**src/design/assert_macros.svh**
```systemverilog
// Assertion macros for the RTL of the haplotype bit packer.
`ifndef ASSERT_MACROS_SVH
`define ASSERT_MACROS_SVH
`ifndef SYNTHESIS
// Concurrent property checked on the rising clock edge, disabled in reset.
`define HBP_ASSERT(label, clk, rst_n, prop) \
  label: assert property (@(posedge clk) disable iff (!rst_n) (prop)) \
    else $error("hbp assertion failed");
// Condition that must never hold outside reset.
`define HBP_ASSERT_NEVER(label, clk, rst_n, cond) \
  label: assert property (@(posedge clk) disable iff (!rst_n) !(cond)) \
    else $error("hbp forbidden condition seen");
`else
`define HBP_ASSERT(label, clk, rst_n, prop)
`define HBP_ASSERT_NEVER(label, clk, rst_n, cond)
`endif
`endif

```
**src/design/hbp_pkg.sv**
```systemverilog
// Package with constants, payload types and helpers of the haplotype bit packer.
`default_nettype none
package hbp_pkg;

  localparam int MAX_HAPS       = 32;
  localparam int ROWS_PER_BLOCK = 32;
  localparam int HAP_LIMIT      = (MAX_HAPS < 32) ? MAX_HAPS : 32;
  localparam int WORD_W         = 32;
  localparam int SLOT_W         = 5;
  localparam int HAP_W          = 5;
  localparam int NH_W           = 6;
  localparam int CNT_W          = 6;
  localparam int BLK_W          = 16;
  localparam int FRAC_BITS      = 16;
  localparam int FREQ_W         = FRAC_BITS + 1;
  localparam int DIV_STEPS      = FRAC_BITS + 1;
  localparam int DIV_CNT_W      = 5;
  localparam int BYTE_COUNT     = WORD_W / 8;
  localparam int BYTE_IDX_W     = 2;

  localparam logic [NH_W-1:0]   NUM_HAPS_RESET = NH_W'(32);
  localparam logic [SLOT_W-1:0] LAST_SLOT      = SLOT_W'(ROWS_PER_BLOCK - 1);

  localparam logic KIND_SITE = 1'b0;
  localparam logic KIND_WORD = 1'b1;

  typedef enum logic [2:0] {
    ST_IDLE,
    ST_COUNT,
    ST_DIVIDE,
    ST_SITE,
    ST_FLUSH
  } hbp_state_e;

  typedef struct packed {
    logic [WORD_W-1:0] allele_bits;
    logic              final_site;
  } hbp_in_t;

  typedef struct packed {
    logic              kind;
    logic [SLOT_W-1:0] site_slot;
    logic [BLK_W-1:0]  block_index;
    logic [CNT_W-1:0]  allele_count;
    logic [FREQ_W-1:0] frequency_q16;
    logic [HAP_W-1:0]  hap_index;
    logic [WORD_W-1:0] packed_word;
    logic              last;
    logic              final_done;
  } hbp_out_t;

  // Effective haplotype count: zero acts as one, large values saturate.
  function automatic logic [NH_W-1:0] haps_in_use(input logic [NH_W-1:0] raw);
    logic [NH_W-1:0] n;
    n = raw;
    if (n == '0) n = NH_W'(1);
    if (n > NH_W'(HAP_LIMIT)) n = NH_W'(HAP_LIMIT);
    return n;
  endfunction

  // Ones in one byte of a row.
  function automatic logic [3:0] byte_ones(input logic [7:0] b);
    logic [3:0] c;
    c = '0;
    for (int i = 0; i < 8; i++) c = c + 4'(b[i]);
    return c;
  endfunction

endpackage
`default_nettype wire

```
**src/design/haplotype_bit_packer_top.sv**
```systemverilog
// Top level of the haplotype bit packer: corner-turn buffer, counter and divider.
//
// Usage: each input transaction on in_* carries one variant site as a row of
// allele bits (bit h belongs to haplotype h) and a final_site flag. The block
// answers with one site transaction on out_* carrying the alternate-allele
// count among the haplotypes in use and its frequency, count over haplotypes
// in use, in Q1.16 rounded down. When a block of 32 sites is full, or the
// site is marked final, the site transaction is followed by one packed-word
// transaction per haplotype in use, haplotype 0 first, with site slot r at
// bit r; the buffer is then cleared and the block index advances.
// Timing: after an input is accepted the row is counted a byte per cycle,
// then one shared compare-and-subtract unit runs a restoring division of
// 17 steps, one quotient bit per cycle, and the site result is registered.
// in_ready_o returns once the site result, or on a flush the last packed
// word, is in the output register.
// The output register holds a result until out_ready_i takes it; a stalled
// receiver stops the sequencer at the next result, nothing is dropped.
// Reset (rst_ni low) empties the buffer, zeroes the slot and block counters,
// drops out_valid_o and sets num_haps back to 32. The user writes num_haps
// via cfg_we_i/cfg_wdata_i only while idle; the block does not enforce it.
`default_nettype none
`include "assert_macros.svh"
module haplotype_bit_packer_top
  import hbp_pkg::*;
(
  input  wire logic            clk_i,
  input  wire logic            rst_ni,
  input  wire logic            cfg_we_i,
  input  wire logic [NH_W-1:0] cfg_wdata_i,
  input  wire logic            in_valid_i,
  output logic                 in_ready_o,
  input  wire hbp_in_t         in_i,
  output logic                 out_valid_o,
  input  wire logic            out_ready_i,
  output hbp_out_t             out_o
);

  hbp_state_e state_q, state_d;

  logic [NH_W-1:0]       num_haps_q;
  logic [NH_W-1:0]       n_q;
  logic [NH_W-1:0]       n_eff;
  logic [WORD_W-1:0]     bits_masked;
  logic [WORD_W-1:0]     bits_q;
  logic                  fin_q;
  logic                  flush_q;
  logic [SLOT_W-1:0]     row_ptr_q;
  logic [BLK_W-1:0]      blk_q;
  logic [BYTE_IDX_W-1:0] byte_idx_q;
  logic [CNT_W-1:0]      cnt_q;
  logic [DIV_CNT_W-1:0]  div_cnt_q;
  logic [NH_W-1:0]       rem_q;
  logic [FREQ_W-1:0]     quot_q;
  logic [HAP_W-1:0]      hap_q;
  logic [WORD_W-1:0]     hap_word_q [HAP_LIMIT];

  logic                  out_valid_q;
  hbp_out_t              out_q;

  logic accept, out_free;
  logic count_en, div_en, load_site, load_word;
  logic count_done, div_done, last_word;

  // Shared divider step signals.
  logic [NH_W:0]   trial;
  logic [NH_W:0]   diff;
  logic            ge;

  assign accept   = in_valid_i && in_ready_o;
  assign out_free = !out_valid_q || out_ready_i;
  assign n_eff    = haps_in_use(num_haps_q);

  always_comb begin
    for (int h = 0; h < WORD_W; h++) begin
      bits_masked[h] = in_i.allele_bits[h] && (NH_W'(h) < n_eff);
    end
  end

  assign count_done = (byte_idx_q == BYTE_IDX_W'(BYTE_COUNT - 1));
  assign div_done   = (div_cnt_q == DIV_CNT_W'(DIV_STEPS - 1));
  assign last_word  = ((NH_W'(hap_q) + NH_W'(1)) == n_q);

  // One restoring step: the first step compares the count itself, later ones
  // the doubled remainder, which brings in one zero fraction bit each time.
  assign trial = (div_cnt_q == '0) ? {1'b0, cnt_q} : {rem_q, 1'b0};
  assign diff  = trial - {1'b0, n_q};
  assign ge    = (trial >= {1'b0, n_q});

  // Next state.
  always_comb begin
    state_d = state_q;
    unique case (state_q)
      ST_IDLE:   if (in_valid_i) state_d = ST_COUNT;
      ST_COUNT:  if (count_done) state_d = ST_DIVIDE;
      ST_DIVIDE: if (div_done) state_d = ST_SITE;
      ST_SITE: begin
        if (out_free) state_d = flush_q ? ST_FLUSH : ST_IDLE;
      end
      ST_FLUSH:  if (out_free && last_word) state_d = ST_IDLE;
      default:   state_d = ST_IDLE;
    endcase
  end

  // Sequencer outputs.
  always_comb begin
    in_ready_o = 1'b0;
    count_en   = 1'b0;
    div_en     = 1'b0;
    load_site  = 1'b0;
    load_word  = 1'b0;
    unique case (state_q)
      ST_IDLE:   in_ready_o = 1'b1;
      ST_COUNT:  count_en = 1'b1;
      ST_DIVIDE: div_en = 1'b1;
      ST_SITE:   load_site = out_free;
      ST_FLUSH:  load_word = out_free;
      default:   in_ready_o = 1'b0;
    endcase
  end

  always_ff @(posedge clk_i or negedge rst_ni) begin
    if (!rst_ni) begin
      state_q    <= ST_IDLE;
      num_haps_q <= NUM_HAPS_RESET;
      row_ptr_q  <= '0;
      blk_q      <= '0;
      byte_idx_q <= '0;
      div_cnt_q  <= '0;
      hap_q      <= '0;
    end else begin
      state_q <= state_d;
      if (cfg_we_i) num_haps_q <= cfg_wdata_i;
      if (accept) byte_idx_q <= '0;
      else if (count_en) byte_idx_q <= byte_idx_q + BYTE_IDX_W'(1);
      if (accept) div_cnt_q <= '0;
      else if (div_en) div_cnt_q <= div_cnt_q + DIV_CNT_W'(1);
      if (load_site) begin
        hap_q <= '0;
        if (!flush_q) row_ptr_q <= row_ptr_q + SLOT_W'(1);
      end
      if (load_word) begin
        hap_q <= hap_q + HAP_W'(1);
        if (last_word) begin
          row_ptr_q <= '0;
          blk_q     <= blk_q + BLK_W'(1);
        end
      end
    end
  end

  // Transposed buffer: one word per haplotype, the row lands at its slot bit.
  always_ff @(posedge clk_i or negedge rst_ni) begin
    if (!rst_ni) begin
      for (int h = 0; h < HAP_LIMIT; h++) hap_word_q[h] <= '0;
    end else if (load_word && last_word) begin
      for (int h = 0; h < HAP_LIMIT; h++) hap_word_q[h] <= '0;
    end else if (accept) begin
      for (int h = 0; h < HAP_LIMIT; h++) hap_word_q[h][row_ptr_q] <= bits_masked[h];
    end
  end

  // Item datapath registers.
  always_ff @(posedge clk_i) begin
    if (accept) begin
      bits_q  <= bits_masked;
      fin_q   <= in_i.final_site;
      flush_q <= in_i.final_site || (row_ptr_q == LAST_SLOT);
      n_q     <= n_eff;
      cnt_q   <= '0;
    end else if (count_en) begin
      cnt_q <= cnt_q + CNT_W'(byte_ones(bits_q[byte_idx_q*8 +: 8]));
    end
    if (div_en) begin
      rem_q  <= ge ? diff[NH_W-1:0] : trial[NH_W-1:0];
      quot_q <= {quot_q[FREQ_W-2:0], ge};
    end
  end

  // Output register.
  always_ff @(posedge clk_i or negedge rst_ni) begin
    if (!rst_ni) begin
      out_valid_q <= 1'b0;
    end else if (load_site || load_word) begin
      out_valid_q <= 1'b1;
    end else if (out_ready_i) begin
      out_valid_q <= 1'b0;
    end
  end

  always_ff @(posedge clk_i) begin
    if (load_site) begin
      out_q.kind          <= KIND_SITE;
      out_q.site_slot     <= row_ptr_q;
      out_q.block_index   <= blk_q;
      out_q.allele_count  <= cnt_q;
      out_q.frequency_q16 <= quot_q;
      out_q.hap_index     <= '0;
      out_q.packed_word   <= '0;
      out_q.last          <= !flush_q;
      out_q.final_done    <= fin_q;
    end else if (load_word) begin
      out_q.kind          <= KIND_WORD;
      out_q.site_slot     <= '0;
      out_q.block_index   <= blk_q;
      out_q.allele_count  <= '0;
      out_q.frequency_q16 <= '0;
      out_q.hap_index     <= hap_q;
      out_q.packed_word   <= hap_word_q[hap_q];
      out_q.last          <= last_word;
      out_q.final_done    <= fin_q;
    end
  end

  assign out_valid_o = out_valid_q;
  assign out_o       = out_q;

  `HBP_ASSERT(a_div_steps_bounded, clk_i, rst_ni,
    (state_q == ST_DIVIDE) |-> (div_cnt_q <= DIV_CNT_W'(DIV_STEPS - 1)))
  `HBP_ASSERT(a_busy_after_accept, clk_i, rst_ni,
    (in_valid_i && in_ready_o) |=> !in_ready_o)
  `HBP_ASSERT(a_flush_hap_in_range, clk_i, rst_ni,
    (state_q == ST_FLUSH) |-> (NH_W'(hap_q) < n_q))
  `HBP_ASSERT(a_slot_zero_after_flush, clk_i, rst_ni,
    (load_word && last_word) |=> (row_ptr_q == '0))

endmodule
`default_nettype wire
```
**config.mk**
```make
export PLATFORM = sky130hd
export DESIGN_NAME = haplotype_bit_packer_top
export DESIGN_NICKNAME = d
export VERILOG_FILES = /design/src/design/hbp_pkg.sv /design/src/design/haplotype_bit_packer_top.sv
export VERILOG_INCLUDE_DIRS = /design/src /design/src/design
export SDC_FILE = /design/constraint.sdc
export NUM_CORES = 2
export LEC_CHECK = 0
export BUFFER_PORTS_ARGS = -buffer_cell sky130_fd_sc_hd__buf_2
export CORE_MARGIN = 3
export CORE_UTILIZATION = 25
export DETAILED_ROUTE_END_ITERATION = 6
export MAX_ROUTING_LAYER = met4
export PLACE_DENSITY = 0.48
export REMOVE_ABC_BUFFERS = 1
export SLEW_MARGIN = 20
export SYNTH_ARGS = -nofsm -noshare
export SYNTH_HDL_FRONTEND = slang
export SYNTH_SLANG_ARGS = --single-unit
export TNS_END_PERCENT = 5
```
**constraint.sdc**
```tcl
create_clock -name clk_i -period 8.2 [get_ports clk_i]
set_input_delay 1.64 -clock clk_i [delete_from_list [all_inputs] [get_ports clk_i]]
set_output_delay 1.64 -clock clk_i [all_outputs]
set_load 0.005 [all_outputs]
```
==> impl_results.md <==
- Status: complete, no violations
- Initial antenna violation count: 9
- Flops & latches, synth: 1220
- Clk network pwr share: 37.6%
- Post-synth EDFFs: 109
- Fin. Hold Viols: 0
- CP Max Fanout: 10
- LEAKAGE: 27.4 nW
- Final Cycle Share: 55.9%
- Vias in the first global route: 38900
- Clock latency on the worst-skew pair: 0.78 ns
- Maximum VDD drop: 189 uV
- Max Cap Violations: 0
- Tmin final: 4.58 ns
- Most frequent CP cell: fa_1
- Synth Instances: 5320
- Worst Setup Path Type: flop to flop
- Uppermost layer routed: met4
- Logic pwr share: 20.0%
- Htree depth: 4
- Seq/Total Area, Yosys: 55.6%
- Flop pwr share: 42.4%
- Mean Syn Cell Area: 10.4 sq um
- RSZ-0062 raised after global routing: no
- M1 WL: 81800 um
- Worst hold stages: 0
- Async set or reset register ratio after synthesis: 87.5%
- Share of layout cells above drive strength 1: 15.1%
- I/O Buffers: 129
- Global-route wire length before repair: 265000 um
- Min-Delay Path Class: flop to flop
- # DRC: 0
- Die H: 477 um
- Routed wire per std cell: 21.4 um
- Slew Viols, Final: 0
- Synth unique cells: 57
- Global placer's final weighted congestion: 0.759
- Fillers: 22800
- CP Cell Sequence: mux4_2 -> inv_1 -> fa_1 -> fa_1 -> fa_1 -> fa_1 -> fa_1 -> nand2b_1 -> a21boi_0 -> o21ai_0 -> xor2_1 -> nor2_1
- Min Hold Slack: 0.436 ns
- Main synth FF type: dfrtp_1
- Die area: 228000 sq um
- Num rows: 172
- FF-to-FF path depth: 12
- Metal2 WL: 80300 um
- Non-filler cells, final: 8223
- Rel. slew slack: 17.9%
- First DRT Iteration DRCs: 4198
- Cells after DPL: 7963
- Vias: 40300
- Worst Path Required: 8.83 ns
- CP arrival: 5.21 ns
- Peak Freq: 0.218 GHz
- Total GRT Usage: 15.7%
- Startpoint class of the critical path: flop
- Post-DR vias/cell: 4.90
- Final wirelength: 176000 um
- Pwr dens: 264 nW/um^2
- Worst-Margin Slew: 1.23 ns
- Worst-path clk slew: 0.06 ns
- Mapped Area: 55500 sq um
- Fin nets: 5218
- Yosys warns: 0
- Resized Gates After CTS: 0
- Net switching power figure: 5.01 mW
- Total gr overflow: 0
- Final setup violation count: 0
- Routed Antenna Nets: 0
- Hold Buf Count CTS: 0
- CP max stage delay: 0.74 ns
- DP HPWL: 92900 um
- Die span in x: 477 um
- Skew final: 0.0364 ns
- Crit. End Element: flop
- CTS Sinks: 1220
- Setup bufs post-CTS: 0
- CORE AREA: 220000 sq um
- Initial core utilization: 25.2%
- Wire length on met3: 10300 um
- TritonCTS Buffers: 139
- Sum Neg Setup Slack: 0 ns
- Root Driver: clkbuf_16
- Buffer depth of the longest clock path: 3
- Switching Share: 29.8%
- Pre-antenna DRT Iters: 7
- Worst path slowest cell: dfrtp_1
- IO Pins: 130
- Area Growth Syn to Fin: 14.5%
- Largest net degree at the start of global routing: 204
- CTS tree: built
- Internal power: 11.8 mW
-- final timing paths --
kind,start,end,slack (ns)
setup / recovery,byte_idx_q[0],cnt_q[4],3.62
min in group asynchronous,rst_ni,hap_word_q[757],0.91
setup reg to reg,byte_idx_q[0],cnt_q[4],3.62
hold reg to reg,quot_q[14],quot_q[15],0.44
hold / removal,quot_q[14],quot_q[15],0.44
max in group asynchronous,rst_ni,hap_word_q[163],5.53
-- kinds of logic (layout without fill, tap and decap cells) --
kind of cell	count (synthesis)	in the layout	share of synthesized area (%)
simple gates	1833	1833	14.4
flops	1220	1220	55.6
compound gates	1216	1216	11.6
buf+inv	598	539	4.45
mux	389	389	12.6
xor+xnor	36	36	0.569
fa+ha+maj	28	28	0.713
other cells	0	4	0
-- worst max-delay path: cells and delay by family (launching register included) --
| family | cells | cell delay [ns] |
|---|---|---|
| adders and majority gates | 5 | 2.34 |
| buffers and inverters | 1 | 0.09 |
| muxes | 1 | 0.61 |
| xor gates and xnor gates | 1 | 0.15 |
| and+or+nand+nor | 2 | 0.20 |
| AOI/OAI and AO/OA | 2 | 0.30 |
| DFF | 1 | 0.74 |
-- placed cells by master, fill, tap and decap left out, types with 12 or more instances in the layout --
cell type,n
buf_4,79
a221oi_1,30
a31oi_1,30
a22oi_1,13
o21ai_4,18
clkinv_2,21
inv_1,64
buf_2,128
mux2i_1,107
clkbuf_16,148
clkbuf_1,43
dfrtp_1,1062
edfxtp_1,109
ha_1,22
nand2_4,24
nand2_1,95
mux2_2,37
nor2_1,975
a21oi_1,492
dfxtp_1,44
xnor2_1,22
nand3_1,606
xor2_1,14
o21ai_0,592
clkbuf_8,31
and3_1,12
mux4_2,245
and2_1,47
-- per-stage QoR --
step           instance area, sq um  power, mW  utilization, %  setup slack, ns
3_5_place_dp                  58800       10.7            26.7             3.37
4_1_cts                       63400       17.0            28.8             3.55
3_3_place_gp                  58800       10.6            26.7             3.37
2_1_floorplan                 53200       9.61               -           -17.97
6_report                      63500       16.8            28.8             3.62
5_1_grt                       63500       17.6            28.8             3.33
-- power by group through the flow --
stage | Combinational, mW | Sequential [mW] | Clock (mW)
after floorplan | 2.24 | 7.37 | 0
after CTS | 3.42 | 7.13 | 6.47
final | 3.36 | 7.13 | 6.31
after detailed placement | 3.41 | 7.24 | 0
after global placement | 3.37 | 7.22 | 0
after global routing | 3.71 | 7.19 | 6.72
-- area by class of cell --
class	instances	area, sq um	share of cell area (%)
Sequential cell	1220	30900	48.6
Multi-Input combinational cell	3502	22600	35.6
Clock buffer	222	4290	6.76
Tap cell	2958	3700	5.83
Timing Repair Buffer	218	1450	2.28
Clock inverter	34	334	0.526
Inverter	65	244	0.384
Antenna cell	4	10.0	0.0158
-- registers in the layout, indices dropped and copies added, names as in the netlist, 6 cells and up --
signal      count
bits_q         32
blk_q          16
cnt_q           6
hap_word_q   1024
n_q             6
num_haps_q      6
out_o          84
quot_q         17
rem_q           6
-- cells in the mapped netlist, drive strengths merged (5+ instances only) --
library cell	instances	share of area, %
nand4	11	0.12
clkbuf	342	2.3
a221oi	30	0.47
nor3	8	0.072
nand2	130	0.88
inv	65	0.44
o21a	6	0.081
a31oi	30	0.34
ha	22	0.50
a21oi	492	4.4
a22o	9	0.14
mux4	245	9.9
nor3b	5	0.077
and3	13	0.15
fa	6	0.22
nor2	978	6.6
dfrtp	1066	48
nand3	607	5.5
buf	191	1.7
mux2	37	0.75
dfxtp	44	1.6
edfxtp	109	5.9
nand2b	5	0.056
a21boi	6	0.088
a22oi	13	0.18
o21ai	610	5.5
xor2	14	0.22
mux2i	107	1.9
and2	47	0.53
nor2b	10	0.11
o22a	7	0.11
xnor2	22	0.35
-- metal layers --
layer	vias to the layer above	track usage, %
li1	18300	-
met1	20500	21.8
met2	1142	23.6
met3	242	2.69
met4	0	4.03
met5	-	-
Note: power is estimated with default switching activity, not from simulation.
